$ cat src/rtl/rpt_pkg.sv
// ----------------------------------------------------------------------------
// rpt_pkg
// types, widths and constants of the relative pose transform
// ----------------------------------------------------------------------------
package rpt_pkg;

  // field widths
  localparam int Q_W       = 16;  // quaternion component, Q2.14
  localparam int P_W       = 32;  // position, Q16.16
  localparam int D_W       = 33;  // exact position difference
  localparam int MAT_W     = 20;  // rotation matrix entry, Q.14
  localparam int CFG_IDX_W = 2;
  localparam int FRAC_Q    = 14;

  // shared multiply-accumulate unit
  localparam int OPA_W  = MAT_W;
  localparam int OPB_W  = D_W;
  localparam int PROD_W = OPA_W + OPB_W;
  localparam int ACC_W  = 56;
  localparam int RND_W  = ACC_W - FRAC_Q;

  localparam logic signed [Q_W-1:0] Q_ONE       = 16'sd16384;
  localparam logic signed [Q_W-1:0] MOUNT_W_RST = 16'sd8192;
  localparam logic signed [Q_W-1:0] MOUNT_X_RST = 16'sd8192;
  localparam logic signed [Q_W-1:0] MOUNT_Y_RST = 16'sd8192;
  localparam logic signed [Q_W-1:0] MOUNT_Z_RST = -16'sd8192;

  // subtracted terms of a quaternion product, bit {component, term}
  localparam logic [15:0] QUAT_NEG = 16'h428E;

  typedef struct packed {
    logic                    mode;
    logic                    set_start;
    logic signed [P_W-1:0]   in_pos_x;
    logic signed [P_W-1:0]   in_pos_y;
    logic signed [P_W-1:0]   in_pos_z;
    logic signed [Q_W-1:0]   in_quat_w;
    logic signed [Q_W-1:0]   in_quat_x;
    logic signed [Q_W-1:0]   in_quat_y;
    logic signed [Q_W-1:0]   in_quat_z;
  } rpt_in_t;

  typedef struct packed {
    logic signed [Q_W-1:0]   mounted_quat_w;
    logic signed [Q_W-1:0]   mounted_quat_x;
    logic signed [Q_W-1:0]   mounted_quat_y;
    logic signed [Q_W-1:0]   mounted_quat_z;
    logic signed [P_W-1:0]   rel_pos_x;
    logic signed [P_W-1:0]   rel_pos_y;
    logic signed [P_W-1:0]   rel_pos_z;
    logic signed [Q_W-1:0]   rel_quat_w;
    logic signed [Q_W-1:0]   rel_quat_x;
    logic signed [Q_W-1:0]   rel_quat_y;
    logic signed [Q_W-1:0]   rel_quat_z;
  } rpt_out_t;

  typedef struct packed {
    logic [CFG_IDX_W-1:0] index;
    logic [Q_W-1:0]       value;
  } rpt_cfg_t;

  typedef enum logic [3:0] {
    ST_IDLE,
    ST_MOUNT,
    ST_MDRN,
    ST_CAPT,
    ST_REL,
    ST_MAT,
    ST_ROT,
    ST_RDRN,
    ST_OUT
  } rpt_state_e;

  // where a finished sum is written
  typedef enum logic [1:0] {
    DST_M,
    DST_RQ,
    DST_MAT,
    DST_RP
  } rpt_dst_e;

  typedef struct packed {
    logic     vld;
    logic     first;
    logic     one;
    logic     neg;
    logic     dbl;
    logic     last;
    rpt_dst_e dst;
    logic [3:0] idx;
  } rpt_issue_t;

  typedef struct packed {
    logic                    vld;
    rpt_dst_e                dst;
    logic [3:0]              idx;
    logic signed [RND_W-1:0] value;
  } rpt_wb_t;

  typedef struct packed {
    logic [1:0] ia;
    logic [1:0] ib;
    logic       neg;
    logic       diag;
  } rpt_mat_term_t;

  // product terms of the rotation matrix entries, components w=0 .. z=3
  function automatic rpt_mat_term_t mat_term(input logic [3:0] e, input logic t);
    rpt_mat_term_t r;
    r = '0;
    case (e)
      4'd0:    r = t ? '{2'd3, 2'd3, 1'b1, 1'b1} : '{2'd2, 2'd2, 1'b1, 1'b1};
      4'd1:    r = t ? '{2'd0, 2'd3, 1'b1, 1'b0} : '{2'd1, 2'd2, 1'b0, 1'b0};
      4'd2:    r = t ? '{2'd0, 2'd2, 1'b0, 1'b0} : '{2'd1, 2'd3, 1'b0, 1'b0};
      4'd3:    r = t ? '{2'd0, 2'd3, 1'b0, 1'b0} : '{2'd1, 2'd2, 1'b0, 1'b0};
      4'd4:    r = t ? '{2'd3, 2'd3, 1'b1, 1'b1} : '{2'd1, 2'd1, 1'b1, 1'b1};
      4'd5:    r = t ? '{2'd0, 2'd1, 1'b1, 1'b0} : '{2'd2, 2'd3, 1'b0, 1'b0};
      4'd6:    r = t ? '{2'd0, 2'd2, 1'b1, 1'b0} : '{2'd1, 2'd3, 1'b0, 1'b0};
      4'd7:    r = t ? '{2'd0, 2'd1, 1'b0, 1'b0} : '{2'd2, 2'd3, 1'b0, 1'b0};
      4'd8:    r = t ? '{2'd2, 2'd2, 1'b1, 1'b1} : '{2'd1, 2'd1, 1'b1, 1'b1};
      default: r = '0;
    endcase
    return r;
  endfunction

  // saturate a rounded sum to a quaternion component
  function automatic logic signed [Q_W-1:0] sat_q(input logic signed [RND_W-1:0] v);
    logic signed [Q_W-1:0] r;
    if ((&v[RND_W-1:Q_W-1]) || !(|v[RND_W-1:Q_W-1])) r = v[Q_W-1:0];
    else if (v[RND_W-1]) r = {1'b1, {(Q_W-1){1'b0}}};
    else r = {1'b0, {(Q_W-1){1'b1}}};
    return r;
  endfunction

  // saturate a rounded sum to a position
  function automatic logic signed [P_W-1:0] sat_p(input logic signed [RND_W-1:0] v);
    logic signed [P_W-1:0] r;
    if ((&v[RND_W-1:P_W-1]) || !(|v[RND_W-1:P_W-1])) r = v[P_W-1:0];
    else if (v[RND_W-1]) r = {1'b1, {(P_W-1){1'b0}}};
    else r = {1'b0, {(P_W-1){1'b1}}};
    return r;
  endfunction

endpackage

$ cat src/rtl/rpt_chan_if.sv
// ----------------------------------------------------------------------------
// rpt_chan_if
// valid/ready channel carrying one payload item
// ----------------------------------------------------------------------------
interface rpt_chan_if #(
  parameter type T = logic
) ();
  logic valid;
  logic ready;
  T     data;

  modport source (output valid, output data, input ready);
  modport sink (input valid, input data, output ready);
endinterface

$ cat src/rtl/relative_pose_transform_top.sv
// ----------------------------------------------------------------------------
// relative_pose_transform_top
// mounted orientation and pose relative to a captured start pose
// ----------------------------------------------------------------------------
// pose_in_i takes one pose item (mode, set_start, position, quaternion);
// pose_out_o gives one result item per pose item; cfg_i writes the mounting
// rotation registers (index 0..3 = w, x, y, z) and is always ready.
// one multiply-accumulate unit does all the work: 16 products for the
// mounted quaternion, 16 for the relative quaternion, 18 for the rotation
// matrix of the start orientation, 9 for the rotated position, plus pipeline
// drain and capture cycles. the input is ready only while the block is idle:
// no new item is taken before the previous result is in the output register.
// the result sits in an output register: the next item is accepted and
// computed while it waits, and only the hand-over of that next result stalls
// until the receiver takes the previous one.
// reset sets the mount to its default rotation, the start pose to identity
// at the origin and marks a start capture pending for the next odometry item.
// ----------------------------------------------------------------------------
module relative_pose_transform_top import rpt_pkg::*; (
  input  logic      clk_i,
  input  logic      rst_ni,
  rpt_chan_if.sink   pose_in_i,
  rpt_chan_if.source pose_out_o,
  rpt_chan_if.sink   cfg_i
);

  rpt_state_e state_q, state_d;
  logic [3:0] grp_q, grp_d;
  logic [1:0] term_q, term_d;
  logic       out_valid_q;
  logic       pending_q;
  logic       in_acc, load_out, cap;

  logic signed [Q_W-1:0]   mount_q [4];
  logic signed [P_W-1:0]   start_pos_q [3];
  logic signed [Q_W-1:0]   start_ori_q [4];
  logic signed [Q_W-1:0]   so_copy_q [4];
  logic                    mode_q;
  logic signed [P_W-1:0]   pos_q [3];
  logic signed [Q_W-1:0]   qin_q [4];
  logic signed [Q_W-1:0]   m_q [4];
  logic signed [Q_W-1:0]   rq_q [4];
  logic signed [MAT_W-1:0] mat_q [9];
  logic signed [D_W-1:0]   d_q [3];
  logic signed [P_W-1:0]   rp_q [3];
  rpt_out_t                out_q;

  rpt_issue_t              iss;
  logic signed [OPA_W-1:0] opa;
  logic signed [OPB_W-1:0] opb;
  rpt_wb_t                 wb;
  rpt_mat_term_t           mt;
  logic [3:0]              rot_idx;

  assign in_acc          = pose_in_i.valid && pose_in_i.ready;
  assign pose_in_i.ready = (state_q == ST_IDLE);
  assign cfg_i.ready     = 1'b1;
  assign pose_out_o.valid = out_valid_q;
  assign pose_out_o.data  = out_q;
  assign cap             = !mode_q && pending_q;

  // matrix entry (row term, column grp) for the rotated position
  assign rot_idx = 4'({term_q, 1'b0}) + 4'(term_q) + grp_q;

  // shared unit
  rpt_mac u_mac (
    .clk_i  (clk_i),
    .rst_ni (rst_ni),
    .iss_i  (iss),
    .opa_i  (opa),
    .opb_i  (opb),
    .wb_o   (wb)
  );

  // sequencer: next state, counters and operand selection
  always_comb begin
    state_d  = state_q;
    grp_d    = grp_q;
    term_d   = term_q;
    iss      = '0;
    opa      = '0;
    opb      = '0;
    load_out = 1'b0;
    mt       = mat_term(grp_q, term_q[0]);
    case (state_q)
      ST_IDLE: begin
        if (pose_in_i.valid) begin
          state_d = ST_MOUNT;
          grp_d   = '0;
          term_d  = '0;
        end
      end
      // m = q_in * mount
      ST_MOUNT: begin
        iss.vld   = 1'b1;
        iss.first = (term_q == 2'd0);
        iss.last  = (term_q == 2'd3);
        iss.neg   = QUAT_NEG[{grp_q[1:0], term_q}];
        iss.dst   = DST_M;
        iss.idx   = grp_q;
        opa       = OPA_W'(qin_q[term_q]);
        opb       = OPB_W'(mount_q[grp_q[1:0] ^ term_q]);
        term_d    = term_q + 2'd1;
        if (term_q == 2'd3) begin
          grp_d = grp_q + 4'd1;
          if (grp_q == 4'd3) begin
            state_d = ST_MDRN;
            grp_d   = '0;
          end
        end
      end
      // wait for the last mounted component
      ST_MDRN: begin
        term_d = term_q + 2'd1;
        if (term_q == 2'd1) begin
          state_d = ST_CAPT;
          term_d  = '0;
        end
      end
      ST_CAPT: begin
        state_d = ST_REL;
        grp_d   = '0;
        term_d  = '0;
      end
      // rq = conj(start) * m
      ST_REL: begin
        iss.vld   = 1'b1;
        iss.first = (term_q == 2'd0);
        iss.last  = (term_q == 2'd3);
        iss.neg   = QUAT_NEG[{grp_q[1:0], term_q}] ^ (term_q != 2'd0);
        iss.dst   = DST_RQ;
        iss.idx   = grp_q;
        opa       = OPA_W'(start_ori_q[term_q]);
        opb       = OPB_W'(m_q[grp_q[1:0] ^ term_q]);
        term_d    = term_q + 2'd1;
        if (term_q == 2'd3) begin
          grp_d = grp_q + 4'd1;
          if (grp_q == 4'd3) begin
            state_d = ST_MAT;
            grp_d   = '0;
          end
        end
      end
      // rotation matrix of the start orientation, two products per entry
      ST_MAT: begin
        iss.vld   = 1'b1;
        iss.first = !term_q[0];
        iss.last  = term_q[0];
        iss.one   = mt.diag;
        iss.neg   = mt.neg;
        iss.dbl   = 1'b1;
        iss.dst   = DST_MAT;
        iss.idx   = grp_q;
        opa       = OPA_W'(start_ori_q[mt.ia]);
        opb       = OPB_W'(so_copy_q[mt.ib]);
        term_d    = {1'b0, !term_q[0]};
        if (term_q[0]) begin
          grp_d = grp_q + 4'd1;
          if (grp_q == 4'd8) begin
            state_d = ST_ROT;
            grp_d   = '0;
          end
        end
      end
      // rp = R^T * d
      ST_ROT: begin
        iss.vld   = 1'b1;
        iss.first = (term_q == 2'd0);
        iss.last  = (term_q == 2'd2);
        iss.dst   = DST_RP;
        iss.idx   = grp_q;
        opa       = mat_q[rot_idx];
        opb       = d_q[term_q];
        term_d    = term_q + 2'd1;
        if (term_q == 2'd2) begin
          term_d = '0;
          grp_d  = grp_q + 4'd1;
          if (grp_q == 4'd2) begin
            state_d = ST_RDRN;
            grp_d   = '0;
          end
        end
      end
      ST_RDRN: begin
        term_d = term_q + 2'd1;
        if (term_q == 2'd1) begin
          state_d = ST_OUT;
          term_d  = '0;
        end
      end
      // hand the result to the output register once it is free
      ST_OUT: begin
        if (!out_valid_q || pose_out_o.ready) begin
          load_out = 1'b1;
          state_d  = ST_IDLE;
        end
      end
      default: state_d = ST_IDLE;
    endcase
  end

  // control and start pose state
  always_ff @(posedge clk_i or negedge rst_ni) begin
    if (!rst_ni) begin
      state_q        <= ST_IDLE;
      grp_q          <= '0;
      term_q         <= '0;
      out_valid_q    <= 1'b0;
      pending_q      <= 1'b1;
      mount_q[0]     <= MOUNT_W_RST;
      mount_q[1]     <= MOUNT_X_RST;
      mount_q[2]     <= MOUNT_Y_RST;
      mount_q[3]     <= MOUNT_Z_RST;
      start_pos_q[0] <= '0;
      start_pos_q[1] <= '0;
      start_pos_q[2] <= '0;
      start_ori_q[0] <= Q_ONE;
      start_ori_q[1] <= '0;
      start_ori_q[2] <= '0;
      start_ori_q[3] <= '0;
    end else begin
      state_q <= state_d;
      grp_q   <= grp_d;
      term_q  <= term_d;
      if (load_out) out_valid_q <= 1'b1;
      else if (pose_out_o.ready) out_valid_q <= 1'b0;
      if (cfg_i.valid) mount_q[cfg_i.data.index] <= cfg_i.data.value;
      if (in_acc && pose_in_i.data.set_start) pending_q <= 1'b1;
      if (state_q == ST_CAPT && cap) begin
        pending_q   <= 1'b0;
        start_pos_q <= pos_q;
        start_ori_q <= m_q;
      end
    end
  end

  // item payload, intermediate results and output register
  always_ff @(posedge clk_i) begin
    if (in_acc) begin
      mode_q   <= pose_in_i.data.mode;
      pos_q[0] <= pose_in_i.data.in_pos_x;
      pos_q[1] <= pose_in_i.data.in_pos_y;
      pos_q[2] <= pose_in_i.data.in_pos_z;
      qin_q[0] <= pose_in_i.data.in_quat_w;
      qin_q[1] <= pose_in_i.data.in_quat_x;
      qin_q[2] <= pose_in_i.data.in_quat_y;
      qin_q[3] <= pose_in_i.data.in_quat_z;
    end
    // difference to the start, zero when this item becomes the start
    if (state_q == ST_CAPT) begin
      for (int k = 0; k < 3; k++) begin
        d_q[k] <= cap ? '0 : (D_W'(pos_q[k]) - D_W'(start_pos_q[k]));
      end
      so_copy_q <= cap ? m_q : start_ori_q;
    end
    if (wb.vld) begin
      case (wb.dst)
        DST_M:   m_q[wb.idx[1:0]]  <= sat_q(wb.value);
        DST_RQ:  rq_q[wb.idx[1:0]] <= sat_q(wb.value);
        DST_MAT: mat_q[wb.idx]     <= wb.value[MAT_W-1:0];
        DST_RP:  rp_q[wb.idx[1:0]] <= sat_p(wb.value);
        default: ;
      endcase
    end
    if (load_out) begin
      out_q.mounted_quat_w <= m_q[0];
      out_q.mounted_quat_x <= m_q[1];
      out_q.mounted_quat_y <= m_q[2];
      out_q.mounted_quat_z <= m_q[3];
      out_q.rel_pos_x      <= rp_q[0];
      out_q.rel_pos_y      <= rp_q[1];
      out_q.rel_pos_z      <= mode_q ? rp_q[2] : '0;
      out_q.rel_quat_w     <= rq_q[0];
      out_q.rel_quat_x     <= rq_q[1];
      out_q.rel_quat_y     <= rq_q[2];
      out_q.rel_quat_z     <= rq_q[3];
    end
  end

endmodule

$ cat src/rtl/rpt_mac.sv
// ----------------------------------------------------------------------------
// rpt_mac
// shared multiply-accumulate unit with round-half-up writeback
// ----------------------------------------------------------------------------
module rpt_mac import rpt_pkg::*; (
  input  logic                    clk_i,
  input  logic                    rst_ni,
  input  rpt_issue_t              iss_i,
  input  logic signed [OPA_W-1:0] opa_i,
  input  logic signed [OPB_W-1:0] opb_i,
  output rpt_wb_t                 wb_o
);

  localparam logic signed [ACC_W-1:0] MAT_ONE  = ACC_W'(2**28);
  localparam logic signed [ACC_W-1:0] RND_HALF = ACC_W'(2**(FRAC_Q-1));

  logic signed [PROD_W-1:0] prod_q;
  rpt_issue_t               ctl_q;
  logic signed [ACC_W-1:0]  acc_q, acc_d;
  logic signed [ACC_W-1:0]  base, term, rnd_sum;
  logic                     wb_vld_q;
  rpt_dst_e                 wb_dst_q;
  logic [3:0]               wb_idx_q;

  // product stage
  always_ff @(posedge clk_i) begin
    prod_q <= opa_i * opb_i;
  end

  always_ff @(posedge clk_i or negedge rst_ni) begin
    if (!rst_ni) begin
      ctl_q    <= '0;
      wb_vld_q <= 1'b0;
    end else begin
      ctl_q    <= iss_i;
      wb_vld_q <= ctl_q.vld && ctl_q.last;
    end
  end

  // accumulate stage, a group starts from zero or from one in Q.28
  always_comb begin
    term = {{(ACC_W-PROD_W){prod_q[PROD_W-1]}}, prod_q};
    if (ctl_q.dbl) term = term <<< 1;
    if (ctl_q.first) base = ctl_q.one ? MAT_ONE : '0;
    else base = acc_q;
    acc_d = ctl_q.neg ? (base - term) : (base + term);
  end

  always_ff @(posedge clk_i) begin
    if (ctl_q.vld) acc_q <= acc_d;
    if (ctl_q.vld && ctl_q.last) begin
      wb_dst_q <= ctl_q.dst;
      wb_idx_q <= ctl_q.idx;
    end
  end

  // round half up: floor((acc + 2^13) / 2^14)
  assign rnd_sum = acc_q + RND_HALF;

  always_comb begin
    wb_o.vld   = wb_vld_q;
    wb_o.dst   = wb_dst_q;
    wb_o.idx   = wb_idx_q;
    wb_o.value = rnd_sum[ACC_W-1:FRAC_Q];
  end

endmodule

$ cat src/flat_wrapper.sv
// flat-port wrapper written by rule: the top's interface ports become plain ports
module relative_pose_transform_top_flat import rpt_pkg::*;
  (clk_i, rst_ni, pose_in_i_valid, pose_in_i_data, pose_in_i_ready, pose_out_o_valid, pose_out_o_data, pose_out_o_ready, cfg_i_valid, cfg_i_data, cfg_i_ready);
  rpt_chan_if #(.T(rpt_in_t)) pose_in_i_i ();
  rpt_chan_if #(.T(rpt_out_t)) pose_out_o_i ();
  rpt_chan_if #(.T(rpt_cfg_t)) cfg_i_i ();
  input  logic clk_i;
  input  logic rst_ni;
  input wire logic [$bits(pose_in_i_i.valid)-1:0] pose_in_i_valid;
  input wire logic [$bits(pose_in_i_i.data)-1:0] pose_in_i_data;
  output wire logic [$bits(pose_in_i_i.ready)-1:0] pose_in_i_ready;
  output wire logic [$bits(pose_out_o_i.valid)-1:0] pose_out_o_valid;
  output wire logic [$bits(pose_out_o_i.data)-1:0] pose_out_o_data;
  input wire logic [$bits(pose_out_o_i.ready)-1:0] pose_out_o_ready;
  input wire logic [$bits(cfg_i_i.valid)-1:0] cfg_i_valid;
  input wire logic [$bits(cfg_i_i.data)-1:0] cfg_i_data;
  output wire logic [$bits(cfg_i_i.ready)-1:0] cfg_i_ready;
  assign pose_in_i_i.valid = pose_in_i_valid;
  assign pose_in_i_i.data = pose_in_i_data;
  assign pose_in_i_ready = pose_in_i_i.ready;
  assign pose_out_o_valid = pose_out_o_i.valid;
  assign pose_out_o_data = pose_out_o_i.data;
  assign pose_out_o_i.ready = pose_out_o_ready;
  assign cfg_i_i.valid = cfg_i_valid;
  assign cfg_i_i.data = cfg_i_data;
  assign cfg_i_ready = cfg_i_i.ready;
  relative_pose_transform_top u_core (.clk_i(clk_i), .rst_ni(rst_ni), .pose_in_i(pose_in_i_i), .pose_out_o(pose_out_o_i), .cfg_i(cfg_i_i));
endmodule
$ cat config.mk
export PLATFORM = sky130hd
export DESIGN_NAME = relative_pose_transform_top_flat
export DESIGN_NICKNAME = d
export VERILOG_FILES = /design/src/rtl/rpt_pkg.sv /design/src/rtl/rpt_chan_if.sv /design/src/rtl/relative_pose_transform_top.sv /design/src/rtl/rpt_mac.sv /design/src/flat_wrapper.sv
export SDC_FILE = /design/constraint.sdc
export NUM_CORES = 2
export LEC_CHECK = 0
export ABC_AREA = 1
export BUFFER_PORTS_ARGS = -buffer_cell sky130_fd_sc_hd__buf_2
export CAP_MARGIN = 40
export CELL_PAD_IN_SITES_DETAIL_PLACEMENT = 1
export CELL_PAD_IN_SITES_GLOBAL_PLACEMENT = 2
export CORE_MARGIN = 8
export CORE_UTILIZATION = 43
export DETAILED_ROUTE_END_ITERATION = 6
export GPL_TIMING_DRIVEN = 0
export MAX_ROUTING_LAYER = met4
export PLACE_DENSITY = 0.94
export RECOVER_POWER = 50
export SLEW_MARGIN = 20
export SYNTH_ARGS = -nofsm -noshare
export SYNTH_HDL_FRONTEND = slang
export SYNTH_SLANG_ARGS = --single-unit
$ cat constraint.sdc
create_clock -name clk_i -period 20.8 [get_ports clk_i]
set_input_delay 2.08 -clock clk_i [delete_from_list [all_inputs] [get_ports clk_i]]
set_output_delay 2.08 -clock clk_i [all_outputs]
set_load 0.02 [all_outputs]
=== Word level (Yosys, flattened, before mapping) ===
Memory sizes are Yosys's and may differ from the RTL's. A register that Yosys moved wholly into a read port is not among the register bits.
Cells that the tools add are included.
Widths: inputs -> output; s select.

* Bits in registers: 653
* Bits in writable memories: 503
* Bits in read-only memories: 16
* Output and inout port bits: 227
* Word-level logic and storage cells: 251
* Memories: 6

* Add/sub/neg operators: 10
* $mul: 1
* Magnitude comparators: 9
* Eq/ne operators: 35
* Multiplexer cells: 101
* Bitwise operators: 8
* Reductions and logical operators: 36

{| class="wikitable"
|+ Memory list
! memory !! depth !! width !! rd ports !! clocked after memory_dff !! wr ports !! RTL line !! source
|-
| u_core.mat_q || 9 || 20 || 1 || 0 || 1 || relative_pose_transform_top.sv:43 || <nowiki>logic signed [MAT_W-1:0] mat_q [9];</nowiki>
|-
| u_core.d_q || 3 || 33 || 1 || 0 || 3 || relative_pose_transform_top.sv:44 || <nowiki>logic signed [D_W-1:0] d_q [3];</nowiki>
|-
| u_core.rp_q || 3 || 32 || 3 || 3 || 1 || relative_pose_transform_top.sv:45 || <nowiki>logic signed [P_W-1:0] rp_q [3];</nowiki>
|-
| u_core.qin_q || 4 || 16 || 1 || 0 || 4 || relative_pose_transform_top.sv:40 || <nowiki>logic signed [Q_W-1:0] qin_q [4];</nowiki>
|-
| u_core.rq_q || 4 || 16 || 4 || 4 || 1 || relative_pose_transform_top.sv:42 || <nowiki>logic signed [Q_W-1:0] rq_q [4];</nowiki>
|-
| (no name shown) || 16 || 1 || 1 || 0 || 0 || relative_pose_transform_top.sv:98 || <nowiki>iss.neg = QUAT_NEG[{grp_q[1:0], term_q}];</nowiki>
|}

{| class="wikitable"
|+ Operators by type and width
! kind !! count
|-
| $mux 16 || 18
|-
| $bmux 16 s2 || 5
|-
| $pmux 33 s4 || 1
|-
| $bwmux 64 || 2
|-
| $mux 32 || 4
|-
| $mux 56 || 2
|-
| $mux 33 || 3
|-
| $sub 32x32->33 || 3
|-
| $pmux 20 s4 || 1
|-
| $mux 4 || 19
|-
| $demux 16 s2 || 2
|-
| $mux 64 || 1
|-
| $add 56x15->56 const B || 1
|-
| $add 56x54->56 || 1
|-
| $sub 56x54->56 || 1
|-
| $pmux 6 s9 || 1
|-
| $mul 20x33->53 || 1
|-
| $mux 53 || 1
|-
| $pmux 4 s9 || 1
|-
| $eq 4x3->1 const B || 8
|-
| $mux 29 || 1
|-
| $pmux 7 s4 || 1
|-
| $reduce_and 27->1 || 1
|-
| $reduce_or 27->1 || 1
|-
| other kinds (40) || 120
|}

=== Logic depth before layout (Yosys ltp) ===
* Depth after elaboration: 8
* Depth in mapped cells: 44
* Depth with buffers taken out: 41

=== Hierarchy ===
Synthesis repeated with hierarchy kept, for this count alone.

* Cell total of the unflattened synthesis: 10798
* Area, all modules: 90815.8 um2

{| class="wikitable"
|+ By module, submodules not included
! module !! times used !! cells an instance !! area an instance (um2)
|-
| relative_pose_transform_top || 1 || 5661 || 54447.2
|-
| rpt_mac || 1 || 5137 || 36368.6
|}

=== Least setup slack after synthesis ===
OpenSTA, ideal clock, no wires.

* Kind: input-to-reg
* Start point: input pose_in_i_valid
* End point: register u_core.mode_q, enable pin
* Setup time: 882 ps
* Arrival: 12979 ps
* Setup slack: 6940 ps
* Stages on the path: 2
* Buffers on the path: 0
* Cell sequence: inv_1 nor3_1

* Word-level cells in the longest chain between the ends: 1

{| class="wikitable"
|+ Ends and longest elaborated chain
! item !! RTL line !! source
|-
| start: declaration || flat_wrapper.sv:9 || <nowiki>input wire logic [$bits(pose_in_i_i.valid)-1:0] pose_in_i_valid;</nowiki>
|-
| $logic_and 1x1->1 || relative_pose_transform_top.sv:55 || <nowiki>assign in_acc = pose_in_i.valid && pose_in_i.ready;</nowiki>
|-
| net u_core.in_acc || relative_pose_transform_top.sv:32 || <nowiki>logic in_acc, load_out, cap;</nowiki>
|-
| end signal: assignment || relative_pose_transform_top.sv:240 || <nowiki>mode_q <= pose_in_i.data.mode;</nowiki>
|-
| end: declaration || relative_pose_transform_top.sv:38 || <nowiki>logic mode_q;</nowiki>
|}

The timed path passes the listed nets, and every way through them passes these cells.
A chain may end at the register's enable or synchronous reset.

=== Worst setup path after layout ===
* Start point: register u_core.term_q[0]
* End point: register u_core.u_mac.prod_q[50]

* Word-level cells in the longest chain between the ends: 8

{| class="wikitable"
|+ Ends and longest elaborated chain
! item !! RTL line !! source
|-
| start: declaration || relative_pose_transform_top.sv:29 || <nowiki>logic [1:0] term_q, term_d;</nowiki>
|-
| start signal: assignment || relative_pose_transform_top.sv:224 || <nowiki>term_q <= term_d;</nowiki>
|-
| parallel branches: the longest is 7 deep, another holds $mem_v2 9x20 || - ||
|-
| $mul 20x33->53 * || rpt_mac.sv:27 || <nowiki>prod_q <= opa_i * opb_i;</nowiki>
|-
| end signal: assignment || rpt_mac.sv:27 ||
|-
| end: declaration || rpt_mac.sv:17 || <nowiki>logic signed [PROD_W-1:0] prod_q;</nowiki>
|}

Every way passes the cells marked *. The select of a mux whose other input is x is not followed.

==> flow_summary.yaml <==
status:
  status: "complete, but fails checks"
  failed_checks: "max-capacitance violations, max-slew violations"
detailed_routing:
  antenna_left: 0
  vias: 73910
  wire_per_inst_um: 26.94
  dr.first_iter.drc_count: 6654
  drc_errors: 0
  viasPerCell: 5.555
  dr.pass1.iters: 7
  wl_um: 358400
logic_synthesis:
  synth_top_flop_cell: "edfxtp_1"
  async_reset_ff_share_pct: 18.92
  yosysWarnings: 0
  synth_xor_area_share_pct: 1.676
  syn_inst: 9807
  yosysSeqAreaShare_pct: 42.99
  synthMuxAreaShare_pct: 0
  synth_top_area_cell: "edfxtp_1"
  synth_edf_count: 1014
  synth_compound_area_share_pct: 9.650
  synth_top_family_by_area: "adder cells"
  synth_top_area_share_pct: 34.68
  synth_area_leaders: "edfxtp_1 (35%), fa_1 (15%), nand2_1 (10%)"
  yosys.area_share.simple_pct: 16.42
  syn_nets: 10950
  syn_area_per_cell_um2: 8.954
  synth_adder_area_share_pct: 19.32
  synth_cell_types: 64
  syn_area_um2: 87810
  ys_ff_latch: 1316
place:
  place_worst_setup_slack_ns: 7.774
  io_buffers: 410
  place.gp.congestion: 1.002
  hpwl_um: 289100
final_layout:
  final_common_cell: "nand2_1"
  layout_common_cells: "nand2_1 (2,369), inv_1 (1,857), edfxtp_1 (1,014)"
  drive_above_1_share_pct: 8.954
  nets: 11620
  syn2layout_area_growth_pct: 13.14
min_path:
  holdCritPathClass: "reg2reg"
  hold_path_depth: 0
worst_setup_path:
  cp_slowest_stage_delay_ns: 0.85
  crit_arrival_ns: 13.94
  crit_fanout: 10
  rrSetupSlack_ns: 7.52
  path_class: "reg2reg"
  end_kind: "flop"
  slowest_stage: "fa_1"
  start_kind: "flop"
  worstPathRequired_ns: 21.46
  ff2ff_path_depth: 39
sta:
  rsz0062_at_grt: "no"
  final_hold_viol_count: 0
  fin_skew_ns: 0.06993
  period_needed_ns: 13.28
  slew_headroom_pct: -260.5
  setup_viol: 0
  tightestPinTransition_ns: 5.407
  setup_ws_ns: 7.518
  maxSlewViolCount: 480
  fmax_mhz: 75.29
  finalSetupTns_ns: 0
  period_share_pct: 63.86
global_route:
  grt_first_pass_wirelength_um: 521600
  grt_pass1_vias: 79470
  track_usage_pct: 33.13
  antenna_found_initial: 31
  grt-ovfl-total: 0
  grt_start_max_net_pins: 88
floorplan:
  die-area_um2: 218900
  num_rows: 166
  core_area_um2: 203800
  start_util_pct: 43.10
  die_h_um: 467.9
  boundaryPins: 412
  die_w_um: 467.9
clock_network:
  htreeDepth: 4
  cts.repair.resized: 0
  cts_hold_buf: 0
  clk_pin_slew_ns: 0.06
  clk_latency_ns: 0.84
  cts_made_buffers: 143
  cts_setup_buffers: 0
  clock_path_buffers: 3
  clock_sinks: 1316
  cts_tree: "yes"
  cts_root_buf: "clkbuf_16"
power:
  leakagePower_nw: 45.93
  power.density_nw_per_um2: 104.0
  ir_worst_vdd_v: 0.00008141
job:
  maxCapViolCount: 16
critical path: cells and delay by family, from the launching register on:
kind / cells / cell delay, ns
fa+ha+maj: 11 / 5.87
buf+inv: 16 / 4.09
simple gates: 7 / 1.38
compound gates: 4 / 1.05
xor+xnor: 1 / 0.17
flops: 1 / 0.49
path summary, 6_finish.rpt:
path / from / end
worst min register to register: u_core.rp_q[0][1] / pose_out_o_data[129]
worst max register to register: u_core.term_q[0] / u_core.u_mac.prod_q[50]
min in group asynchronous: rst_ni / u_core.start_pos_q[61]
worst min-delay path: u_core.rp_q[0][1] / pose_out_o_data[129]
worst max-delay path: u_core.term_q[0] / u_core.u_mac.prod_q[50]
max in group asynchronous: rst_ni / u_core.mount_q[56]
power by group:
group / internal [mW] / switching [mW]
combinational: 1.44 / 3.11
sequential: 2.99 / 0.0622
clock: 1.56 / 1.17
total: 5.99 / 4.35
cells by family after synthesis:
kind of cell,Yosys count
simple gates,3573
compound gates,1551
buf+inv,2238
other cells,1
xor+xnor,168
fa+ha+maj,960
flops,1316
area by class of cell:
class | instances | area, um^2
clock inverter | 85 | 1144
inverter | 1886 | 7079
fill | 23820 | 104400
multi-input combinational | 6253 | 41330
buffer | 352 | 1654
clock buffer | 181 | 3936
timing repair buffer | 526 | 3043
antenna | 18 | 45.04
sequential | 1316 | 37750
tap | 2688 | 3363
Yosys cell counts (27+ instances only):
cell / number
clkbuf_1: 148
xnor2_1: 40
xor2_1: 128
nor2_1: 703
o21a_1: 31
o21bai_1: 27
nand3_1: 284
inv_1: 1857
nand4_1: 51
ha_1: 300
edfxtp_1: 1014
nor3_1: 78
fa_1: 660
buf_2: 150
o21ai_1: 32
a21o_1: 35
nand2_1: 2366
o21ai_0: 741
dfxtp_1: 53
a31oi_1: 81
a21oi_1: 468
o211ai_1: 40
dfrtp_1: 241
layer usage:
metal  part of all wire [%]  track usage (%)  wire, um  up-vias
li1                       -                -         -    32520
met1                     40            40.59    143900    37570
met2                     47            53.70    168100     2990
met3                    7.0            5.403     25080      820
met4                    5.9            15.90     21280        0
met5                      0                -         0        -
sequential cells by signal, summed over array words and instances (netlist names), 12 cells and up:
name	count
u_core.start_pos_q	96
pose_out_o_data	128
u_core.m_q	64
u_core.start_ori_q	64
u_core.so_copy_q	64
u_core.u_mac.ctl_q	12
u_core.d_q	99
u_core.rp_q	96
u_core.pos_q	96
u_core.qin_q	64
u_core.mat_q	180
u_core.rq_q	64
u_core.mount_q	64
u_core.u_mac.prod_q	53
u_core.pose_out_o.data	96
u_core.u_mac.acc_q	56
per-stage QoR:
| stage | cell area, um^2 | hold WS [ns] | power, mW | util [%] | std cells |
|---|---|---|---|---|---|
| 2_1_floorplan | 87810 | 0.4003 | 5.915 | - | 9807 |
| 3_3_place_gp | 93230 | 0.4014 | 7.474 | 45.76 | 12910 |
| 3_5_place_dp | 94850 | 0.4057 | 7.586 | 46.55 | 13000 |
| 4_1_cts | 99930 | 0.4136 | 10.33 | 49.04 | 13270 |
| 5_1_grt | 99340 | 0.4202 | 10.90 | 48.76 | 13300 |
| 6_report | 99350 | 0.4126 | 10.33 | 48.76 | 13310 |
(Power assumes the default switching activity.)
